**src/design/wavhp_pkg.sv**
```systemverilog
package wavhp_pkg;

    // Chunk identifiers as they sit in the shift register after their fourth byte.
    localparam logic [31:0] ID_RIFF = 32'h4646_4952;
    localparam logic [31:0] ID_WAVE = 32'h4556_4157;
    localparam logic [31:0] ID_FMT  = 32'h2074_6D66;
    localparam logic [31:0] ID_FACT = 32'h7463_6166;

    // Byte positions of the last byte of each header field.
    localparam logic [15:0] POS_RIFF_ID   = 16'd3;
    localparam logic [15:0] POS_RIFF_SIZE = 16'd7;
    localparam logic [15:0] POS_WAVE_ID   = 16'd11;
    localparam logic [15:0] POS_FMT_ID    = 16'd15;
    localparam logic [15:0] POS_FMT_SIZE  = 16'd19;
    localparam logic [15:0] POS_TAG       = 16'd21;
    localparam logic [15:0] POS_CHANNELS  = 16'd23;
    localparam logic [15:0] POS_RATE      = 16'd27;
    localparam logic [15:0] POS_BYTE_RATE = 16'd31;
    localparam logic [15:0] POS_ALIGN     = 16'd33;
    localparam logic [15:0] POS_BITS      = 16'd35;
    localparam logic [15:0] POS_EXTRA     = 16'd37;
    localparam logic [15:0] POS_FACT_ID   = 16'd41;
    localparam logic [15:0] POS_FACT_SIZE = 16'd45;

    localparam logic [15:0] PLAIN_HDR_END = 16'd36;
    localparam logic [15:0] FACT_HDR_END  = 16'd46;
    localparam logic [15:0] DATA_ID_RESET = 16'd36;
    localparam logic [15:0] DATA_LAST_OFS = 16'd7;
    localparam logic [15:0] DATA_HDR_LEN  = 16'd8;
    localparam logic [31:0] PCM_FMT_SIZE  = 32'h10;
    localparam logic [15:0] PCM_TAG       = 16'd1;
    localparam logic [15:0] PCM_BITS      = 16'd16;
    // Largest fact size for which 46 + size + 8 still fits in 16 bits.
    localparam logic [31:0] FACT_SIZE_MAX = 32'd65481;

    localparam int TDATA_BITS = 184;

    typedef enum logic [3:0] {
        ST_VALID    = 4'd0,
        ST_RIFF_ID  = 4'd1,
        ST_WAVE_ID  = 4'd2,
        ST_FMT_ID   = 4'd3,
        ST_TAG      = 4'd4,
        ST_BITS     = 4'd5,
        ST_EXTRA    = 4'd6,
        ST_FACT_ID  = 4'd7,
        ST_TOO_LONG = 4'd8
    } status_t;

    typedef struct packed {
        logic [7:0] file_byte;
        logic       start_of_file;
    } in_item_t;

    typedef struct packed {
        logic [31:0] data_size;
        logic [15:0] block_align;
        logic [31:0] byte_rate;
        logic [31:0] sample_rate;
        logic [15:0] channel_count;
        logic [31:0] riff_size;
        logic [15:0] header_length;
        status_t     status;
    } result_t;

endpackage

```
**src/design/wav_header_parser_unit.sv**
```systemverilog
// Channel | Direction | Handshake          | Payload
// s_      | in        | s_tvalid/s_tready  | s_tdata[7:0] file byte, s_tuser start of file
// m_      | out       | m_tvalid/m_tready  | m_tdata status, length and captured fields
//
// One byte can be accepted in every cycle. A byte is parsed while it sits in the
// input register, and its result, if any, is in the output register at the next edge.
// Reset (aresetn low, synchronous) leaves the parser finished: bytes are
// dropped until one arrives with start of file set.
// While a result waits on m_tready, no byte is parsed; the input register still
// takes one byte if it is empty and then holds s_tready low.
module wav_header_parser_unit (
    input  logic         aclk,
    input  logic         aresetn,
    input  logic         s_tvalid,
    output logic         s_tready,
    input  logic [7:0]   s_tdata,   // [7:0] file_byte
    input  logic         s_tuser,   // [0] start_of_file
    output logic         m_tvalid,
    input  logic         m_tready,
    // [3:0] status, [19:4] header_length, [51:20] riff_size,
    // [67:52] channel_count, [99:68] sample_rate, [131:100] byte_rate,
    // [147:132] block_align, [179:148] data_size, [183:180] zero
    output logic [wavhp_pkg::TDATA_BITS-1:0] m_tdata
);
    import wavhp_pkg::*;

    in_item_t s_item;
    in_item_t item;
    logic     item_valid;
    logic     load_ok;
    logic     fire;
    logic     emit;
    result_t  result;

    assign s_item.file_byte     = s_tdata;
    assign s_item.start_of_file = s_tuser;

    // A buffered byte is parsed only when the output register can take its result.
    assign fire = item_valid && load_ok;

    wavhp_in_reg u_in (
        .aclk       (aclk),
        .aresetn    (aresetn),
        .s_tvalid   (s_tvalid),
        .s_tready   (s_tready),
        .s_item     (s_item),
        .take       (load_ok),
        .item_valid (item_valid),
        .item       (item)
    );

    wavhp_parse u_parse (
        .aclk    (aclk),
        .aresetn (aresetn),
        .fire    (fire),
        .item    (item),
        .emit    (emit),
        .result  (result)
    );

    wavhp_out_reg u_out (
        .aclk     (aclk),
        .aresetn  (aresetn),
        .emit     (emit),
        .result   (result),
        .load_ok  (load_ok),
        .m_tvalid (m_tvalid),
        .m_tready (m_tready),
        .m_tdata  (m_tdata)
    );

endmodule

```
**src/design/wavhp_in_reg.sv**
```systemverilog
module wavhp_in_reg (
    input  logic               aclk,
    input  logic               aresetn,
    input  logic               s_tvalid,
    output logic               s_tready,
    input  wavhp_pkg::in_item_t s_item,
    input  logic               take,
    output logic               item_valid,
    output wavhp_pkg::in_item_t item
);
    import wavhp_pkg::*;

    logic     valid_reg;
    logic     valid_next;
    in_item_t item_reg;
    logic     accept;

    // The stage empties whenever the parser takes its item, so a new one may land then.
    assign s_tready = !valid_reg || take;
    assign accept   = s_tvalid && s_tready;

    always_comb begin
        valid_next = valid_reg;
        if (accept) begin
            valid_next = 1'b1;
        end else if (take) begin
            valid_next = 1'b0;
        end
    end

    always_ff @(posedge aclk) begin
        if (!aresetn) begin
            valid_reg <= 1'b0;
        end else begin
            valid_reg <= valid_next;
        end
    end

    always_ff @(posedge aclk) begin
        if (accept) begin
            item_reg <= s_item;
        end
    end

    assign item_valid = valid_reg;
    assign item       = item_reg;

endmodule

```
**src/design/wavhp_parse.sv**
```systemverilog
module wavhp_parse (
    input  logic                aclk,
    input  logic                aresetn,
    input  logic                fire,
    input  wavhp_pkg::in_item_t item,
    output logic                emit,
    output wavhp_pkg::result_t  result
);
    import wavhp_pkg::*;

    logic [15:0] pos_reg, pos_next;
    logic [31:0] shift_reg, shift_next;
    logic        fact_reg, fact_next;
    logic [15:0] data_ofs_reg, data_ofs_next;
    logic        fin_reg, fin_next;
    logic [31:0] riff_reg, riff_next;
    logic [15:0] chan_reg, chan_next;
    logic [31:0] rate_reg, rate_next;
    logic [31:0] brate_reg, brate_next;
    logic [15:0] align_reg, align_next;

    logic [15:0] p;
    logic [31:0] w;
    logic [15:0] half;
    logic        in_hdr;
    logic        active;
    status_t     status;

    always_comb begin
        // Start of file clears the per-file state before this byte is applied.
        if (item.start_of_file) begin
            p = '0;  fact_next = 1'b0;  data_ofs_next = DATA_ID_RESET;
            riff_next = '0;  chan_next = '0;  rate_next = '0;
            brate_next = '0;  align_next = '0;
            w = {item.file_byte, 24'd0};
        end else begin
            p = pos_reg;  fact_next = fact_reg;  data_ofs_next = data_ofs_reg;
            riff_next = riff_reg;  chan_next = chan_reg;  rate_next = rate_reg;
            brate_next = brate_reg;  align_next = align_reg;
            w = {item.file_byte, shift_reg[31:8]};
        end
        half   = w[31:16];
        active = fire && (item.start_of_file || !fin_reg);
        in_hdr = (p < PLAIN_HDR_END) || (fact_reg && !item.start_of_file && p < FACT_HDR_END);
        emit   = 1'b0;
        status = ST_VALID;

        if (in_hdr) begin
            unique case (p)
                POS_RIFF_ID:   if (w != ID_RIFF) begin emit = 1'b1; status = ST_RIFF_ID; end
                POS_RIFF_SIZE: riff_next = w;
                POS_WAVE_ID:   if (w != ID_WAVE) begin emit = 1'b1; status = ST_WAVE_ID; end
                POS_FMT_ID:    if (w != ID_FMT) begin emit = 1'b1; status = ST_FMT_ID; end
                POS_FMT_SIZE:  fact_next = (w != PCM_FMT_SIZE);
                POS_TAG:       if (half != PCM_TAG) begin emit = 1'b1; status = ST_TAG; end
                POS_CHANNELS:  chan_next = half;
                POS_RATE:      rate_next = w;
                POS_BYTE_RATE: brate_next = w;
                POS_ALIGN:     align_next = half;
                POS_BITS:      if (half != PCM_BITS) begin emit = 1'b1; status = ST_BITS; end
                POS_EXTRA:     if (half != 16'd0) begin emit = 1'b1; status = ST_EXTRA; end
                POS_FACT_ID:   if (w != ID_FACT) begin emit = 1'b1; status = ST_FACT_ID; end
                POS_FACT_SIZE: begin
                    if (w > FACT_SIZE_MAX) begin
                        emit   = 1'b1;
                        status = ST_TOO_LONG;
                    end else begin
                        data_ofs_next = FACT_HDR_END + w[15:0];
                    end
                end
                default: ;
            endcase
        end else if (p == data_ofs_next + DATA_LAST_OFS) begin
            emit = 1'b1;
        end

        emit       = emit && active;
        pos_next   = p + 16'd1;
        shift_next = w;
        fin_next   = emit ? 1'b1 : (item.start_of_file ? 1'b0 : fin_reg);

        result.status        = status;
        result.header_length = (status == ST_VALID) ? data_ofs_next + DATA_HDR_LEN : 16'd0;
        result.riff_size     = riff_next;
        result.channel_count = chan_next;
        result.sample_rate   = rate_next;
        result.byte_rate     = brate_next;
        result.block_align   = align_next;
        result.data_size     = (status == ST_VALID) ? w : 32'd0;
    end

    always_ff @(posedge aclk) begin
        if (!aresetn) begin
            pos_reg      <= '0;
            shift_reg    <= '0;
            fact_reg     <= 1'b0;
            data_ofs_reg <= DATA_ID_RESET;
            fin_reg      <= 1'b1;
            riff_reg     <= '0;
            chan_reg     <= '0;
            rate_reg     <= '0;
            brate_reg    <= '0;
            align_reg    <= '0;
        end else if (active) begin
            pos_reg      <= pos_next;
            shift_reg    <= shift_next;
            fact_reg     <= fact_next;
            data_ofs_reg <= data_ofs_next;
            fin_reg      <= fin_next;
            riff_reg     <= riff_next;
            chan_reg     <= chan_next;
            rate_reg     <= rate_next;
            brate_reg    <= brate_next;
            align_reg    <= align_next;
        end
    end

endmodule

```
**src/design/wavhp_out_reg.sv**
```systemverilog
module wavhp_out_reg (
    input  logic                aclk,
    input  logic                aresetn,
    input  logic                emit,
    input  wavhp_pkg::result_t  result,
    output logic                load_ok,
    output logic                m_tvalid,
    input  logic                m_tready,
    output logic [wavhp_pkg::TDATA_BITS-1:0] m_tdata
);
    import wavhp_pkg::*;

    logic    valid_reg, valid_next;
    result_t data_reg;

    // The register may be refilled when empty or when its transaction completes.
    assign load_ok = !valid_reg || m_tready;

    always_comb begin
        valid_next = valid_reg;
        if (load_ok) begin
            valid_next = emit;
        end
    end

    always_ff @(posedge aclk) begin
        if (!aresetn) begin
            valid_reg <= 1'b0;
        end else begin
            valid_reg <= valid_next;
        end
    end

    always_ff @(posedge aclk) begin
        if (load_ok && emit) begin
            data_reg <= result;
        end
    end

    assign m_tvalid = valid_reg;
    assign m_tdata  = {{(TDATA_BITS - $bits(result_t)){1'b0}}, data_reg};

endmodule
```
**config.mk**
```make
export PLATFORM = sky130hd
export DESIGN_NAME = wav_header_parser_unit
export DESIGN_NICKNAME = d
export VERILOG_FILES = /design/src/design/wavhp_pkg.sv /design/src/design/wav_header_parser_unit.sv /design/src/design/wavhp_in_reg.sv /design/src/design/wavhp_parse.sv /design/src/design/wavhp_out_reg.sv
export SDC_FILE = /design/constraint.sdc
export NUM_CORES = 1
export LEC_CHECK = 0
export ABC_AREA = 1
export BUFFER_PORTS_ARGS = -buffer_cell sky130_fd_sc_hd__buf_2
export CORE_UTILIZATION = 45
export DETAILED_ROUTE_END_ITERATION = 6
export PLACE_DENSITY = 0.66
export SYNTH_ARGS = -nofsm -noshare
export SYNTH_HDL_FRONTEND = slang
export SYNTH_SLANG_ARGS = --single-unit
```
**constraint.sdc**
```tcl
create_clock -name aclk -period 6.2 [get_ports aclk]
set_input_delay 0.31 -clock aclk [delete_from_list [all_inputs] [get_ports aclk]]
set_output_delay 0.31 -clock aclk [all_outputs]
set_load 0.02 [all_outputs]
```
# == Word-level counts from Yosys, hierarchy flattened ==
# Index checks and enable logic that the tools add are counted.
# word_totals
wordCells,120
mem_bits_rw,0
inputBits,13
mem_bits_ro,0
output_inout_bits,186
memories,0
latchBits,0
register_bits,385
# classes
n_mux,49
eq_ne,22
magnitude_cmp,3
n_mul,0
n_addsub,4
bitwise_logic,0
n_div,0
n_reduce_logical,20
n_shift,0
# ops
operator,count
$mux W32,9
$mux W16,11
$ne A32 B31 Y1 const B,3
$eq A16 B5 Y1 const B,5
$eq A16 B6 Y1 const B,5
$eq A16 B4 Y1 const B,2
$gt A32 B16 Y1 const B,1
$lt A16 B6 Y1 const B,2
$ne A32 B30 Y1 const B,1
$ne A32 B5 Y1 const B,1
$pmux W4 S8,1
$mux W24,1
$mux W1,18
$add A16 B1 Y16 const B,1
$add A16 B3 Y16 const B,1
$add A16 B4 Y16 const B,1
$add A6 B16 Y16 const A,1
$eq A16 B16 Y1,1
$eq A16 B2 Y1 const B,1
$eq A16 B3 Y1 const B,1
$ne A16 B1 Y1 const B,1
$ne A16 B5 Y1 const B,1
$reduce_bool A16 Y1,1
$mux W3,4
other kinds (9),24

# == Depth between registers and ports, before layout ==
# depth
ltp_word,8
ltp_mapped,21
depth_no_buf,19

# == Modules after synthesis ==
# A second synthesis with hierarchy kept.
# unflattened
cells_unflattened,2114
hier_area_um2,17354.1
# modules_own_cells
mod,instances,cells_per_inst,seq_area_each_um2,area_each_um2
wavhp_parse,1,1904,3723.6,11534.8
wavhp_out_reg,1,192,5425.2,5490.3
wavhp_in_reg,1,16,290.3,321.6
wav_header_parser_unit,1,2,0.0,7.5

# == Least setup slack after synthesis ==
# OpenSTA, ideal clock, no wires.
# synth_path
kind,register -> register
startpoint,register u_in.item_reg (netlist bit u_in.item[0])
endpoint,register u_out.data_reg (netlist bit u_out.m_tdata[0]) (enable)
setup_ps,533
stages_incl_launch_ff,19
path_buffers,2
arrival_time_ps,5704
synth_period_minus_slack_ps,6237
slack_ps,-37
path_cell_list,edfxtp_1 clkbuf_1 clkbuf_1 nor2_1 inv_1 ha_1 nand2_1 nand2_1 nor2_1 nand3_1 inv_1 nand3_1 nand2_1 nand2_1 nor2_1 nand3_1 nand2_1 nand2_1 inv_1
# synth_between
elab_chain_len,7
# synth_rtl
item,line,text
from (decl),wavhp_in_reg.sv:15,in_item_t item_reg;
from (signal assigned),wavhp_in_reg.sv:41,item_reg <= s_item;
$mux W24 (tied with other cells),wavhp_parse.sv:31,if (item.start_of_file) begin
$gt A32 B16 Y1 (tied with other cells),wavhp_parse.sv:64,if (w > FACT_SIZE_MAX) begin
$mux W1 (tied with other cells),wavhp_parse.sv:64,
$pmux W1 S8 (tied with other cells),wavhp_parse.sv:49,unique case (p)
$mux W1,wavhp_parse.sv:48,if (in_hdr) begin
$logic_and A1 B1 Y1 *,wavhp_parse.sv:77,emit = emit && active;
$logic_and A1 B1 Y1 *,wavhp_out_reg.sv:35,if (load_ok && emit) begin
to (signal assigned),wavhp_out_reg.sv:36,data_reg <= result;
to (decl),wavhp_out_reg.sv:14,result_t data_reg;
# Mark *: on every way between the ends. The rest lies on a longest branch, timed or not.
# A chain may end at the register's enable or synchronous reset.

# == Worst setup path after layout ==
# layout_path
startpoint,register u_in.item_reg (netlist bit u_in.item[0])
endpoint,register u_out.data_reg (netlist bit u_out.m_tdata[136]) (enable)
# The elaborated chain is that of the path after synthesis.

==> flow_summary.toml <==
[power_and_ir_drop]
switching_share = 0.234
clkPwrFrac = 0.439
pwr-share-seq = 0.498
leakagePower_nw = 8.87
intPower_mw = 4.18
peakVddDrop_v = 0.000183
power.switching_mw = 1.27
power_density_nw_per_um2 = 271
pwr-share-comb = 0.062

[clock_tree]
clockBufferDepth = 3
clock_sinks = 377
worstSkewPairLatency_ns = 0.57
cts_buffers = 40
ctsRootBufferMaster = "clkbuf_16"
clk_pin_slew_ns = 0.06
cts-htree-levels = 2
cts_tree = "yes"
cts_setup_buffers = 0

[critical_path]
path_cells = "buf_4, inv_6, nand2_1, nor2_1, nand3_1, nor2_2, a21oi_4, o21ai_0, nor2_1, nand3_1, nand2_1, inv_1, nand2_1, clkinvlp_4, buf_4, buf_4"
worstSetupStartpointType = "flip-flop"
critical-path-slowest-cell = "buf_4"
worstSetupEndpointType = "flip-flop"
crit_family = "buffers and inverters"
slowest_delay_ns = 0.68
crit_type = "reg2reg"
required_ns = 6.41
cp.arrival_ns = 4.88
path_max_fanout = 91
critical_path_buf_inv_count = 6

[floorplan]
io_pins = 199
dieArea_um2 = 39600
num_rows = 71
die_w_um = 199
core_area_um2 = 37900
start_util = 0.461
die_h_um = 199

[status]
status = "finished clean"

[route]
wl_per_cell_um = 18.9
drt-met1-wl_mm = 23.5
firstDrtPassIters = 5
vias_per_cell = 5.51
wl_met2_mm = 23.0
ant_nets = 0
drc = 0
postRouteWirelength_mm = 51.5
vias = 15000
drt_iter0_drc = 1332
wl_met3_mm = 3.69
highest-signal-layer = "met4"

[grt]
grt_max_degree = 98
gr-usage-all-layers = 0.255
overflow = 0
antenna_found_initial = 2
grt_pass1_vias = 13600
grt_pass1_wl_mm = 77.5

[place]
postPlaceCellArea_um2 = 18800
place_congestion = 0.924
post-place-ws_ns = 1.54
post-dp-hpwl_mm = 34.1
portBuffers = 194
placedCellCount = 2634

[min_path]
hp-class = "in2reg"

[yosys]
muxShareOfSynthArea = 0
yosysSeqAreaShare = 0.540
yosys.area_share.adder = 0.00358
async_flop_share = 0
synthXorXnorAreaFrac = 0.0130
synth-compound-area-share = 0.172
synthFlopType = "edfxtp_1"
avgSynthCellArea_um2 = 8.62
synth_area_um2 = 17500
synth-edff-count = 189
ys_ff_latch = 377
ys_types = 47
yosys.area_share.simple = 0.183
ys.warnings.count = 0
syn_inst = 2027
synth_top_family_by_area = "simple AND/OR/NAND/NOR gates"

[sta]
finalHoldViolCount = 0
skew_ns = 0.0179
grt_setup_unrepaired = "false"
min_period_ns = 4.67
final.period_utilization = 0.753
setup_viol = 0
hold_ws_ns = 0.0907
tightest_slew_ns = 1.09
fin_setup_tns_ns = 0
slew_viol_final = 0
worst_slack_ns = 1.53
maxSlewHeadroom = 0.276
max_freq_mhz = 214

[layout]
nets = 2193
area_delta_synth_final_pct = 15.3
final_common_cell = "o21ai_0"
design_area_um2 = 20200
layout_common_cells = "o21ai_0 (318), inv_1 (265), nand3_1 (223)"
largest_register_ffs = 180
drive_above_1_share = 0.149
final_cells = 2717
antenna_cells = 0

[flow_run]
maxCapViolCount = 0
[path summary, 6_finish.rpt]
check	start	to	slack, ns	depth (start not counted)
max	u_in.item[0]	u_out.m_tdata[136]	1.53	16
min	m_tready	u_in.item_valid	0.09	4
max reg2reg	u_in.item[0]	u_out.m_tdata[136]	1.53	16
min reg2reg	u_parse.fin_reg	u_parse.fin_reg	0.48	2
[what timing repair did]
action                                  4_1_cts  5_1_grt
endpoints found under the setup margin        0        0
gates resized for setup                       0        0
hold buffers                                 10        0
hold endpoints to repair                     10        0
[layout make-up]
cell class	count	area (um^2)
clock buffer	56	1130
inverter	277	1050
multi-input combinational	1258	6520
clock inverter	17	169
fill	3512	17800
tap	511	639
sequential	377	9440
timing repair buffer	221	1200
[layer usage]
metal  GRT usage  vias to the layer above
met5           0                        -
met4      0.0803                        0
met3      0.0430                       80
met2       0.392                      586
met1       0.363                     7185
li1            -                     7115
[through the flow]
step	total power, mW	util
after floorplan	3.00	-
after global routing	5.64	0.531
after global placement	3.09	0.494
final	5.46	0.531
after CTS	5.49	0.531
after detailed placement	3.10	0.494
[Yosys cell counts, types with 3 or more instances]
cell	n	area share
nand2_2	23	0.0082
buf_1	7	0.0015
nand3b_1	3	0.0013
o21ai_0	318	0.091
clkbuf_1	91	0.020
nor2_4	4	0.0026
nand3_1	224	0.064
o21bai_1	129	0.055
edfxtp_1	189	0.32
buf_4	6	0.0026
xnor2_1	6	0.0030
nand2_1	215	0.046
o21a_1	3	0.0013
nor2_1	157	0.034
nor4_1	4	0.0014
inv_1	267	0.057
nor3_1	29	0.0083
nor2_2	8	0.0029
nand4_1	22	0.0079
buf_2	10	0.0029
a31oi_1	3	0.0011
inv_2	8	0.0017
ha_1	5	0.0036
dfxtp_1	188	0.22
a21oi_1	54	0.015
buf_6	4	0.0026
xor2_1	20	0.010
o21ai_1	3	0.00086
nand3_2	3	0.0017
[worst min-delay path, cell delays in order]
cell and delay (ns):
buf_2 0.07, inv_1 0.04, nand3_1 0.10, a21oi_1 0.07
[cell families after synthesis]
logic type | count (synthesis)
other | 1
AND/OR/NAND/NOR | 700
AO/OA/AOI/OAI | 523
flip-flops | 377
buffers and inverters | 395
adder cells (fa/ha/maj) | 5
XOR/XNOR | 26
[power by group through the flow]
stage / registers (mW) / clock network (mW) / logic, mW
floorplan: 2.76 / 0 / 0.241
global placement: 2.77 / 0 / 0.325
detailed placement: 2.77 / 0 / 0.331
CTS: 2.72 / 2.44 / 0.338
global route: 2.72 / 2.54 / 0.377
finish: 2.72 / 2.40 / 0.341
(Power assumes the default switching activity.)
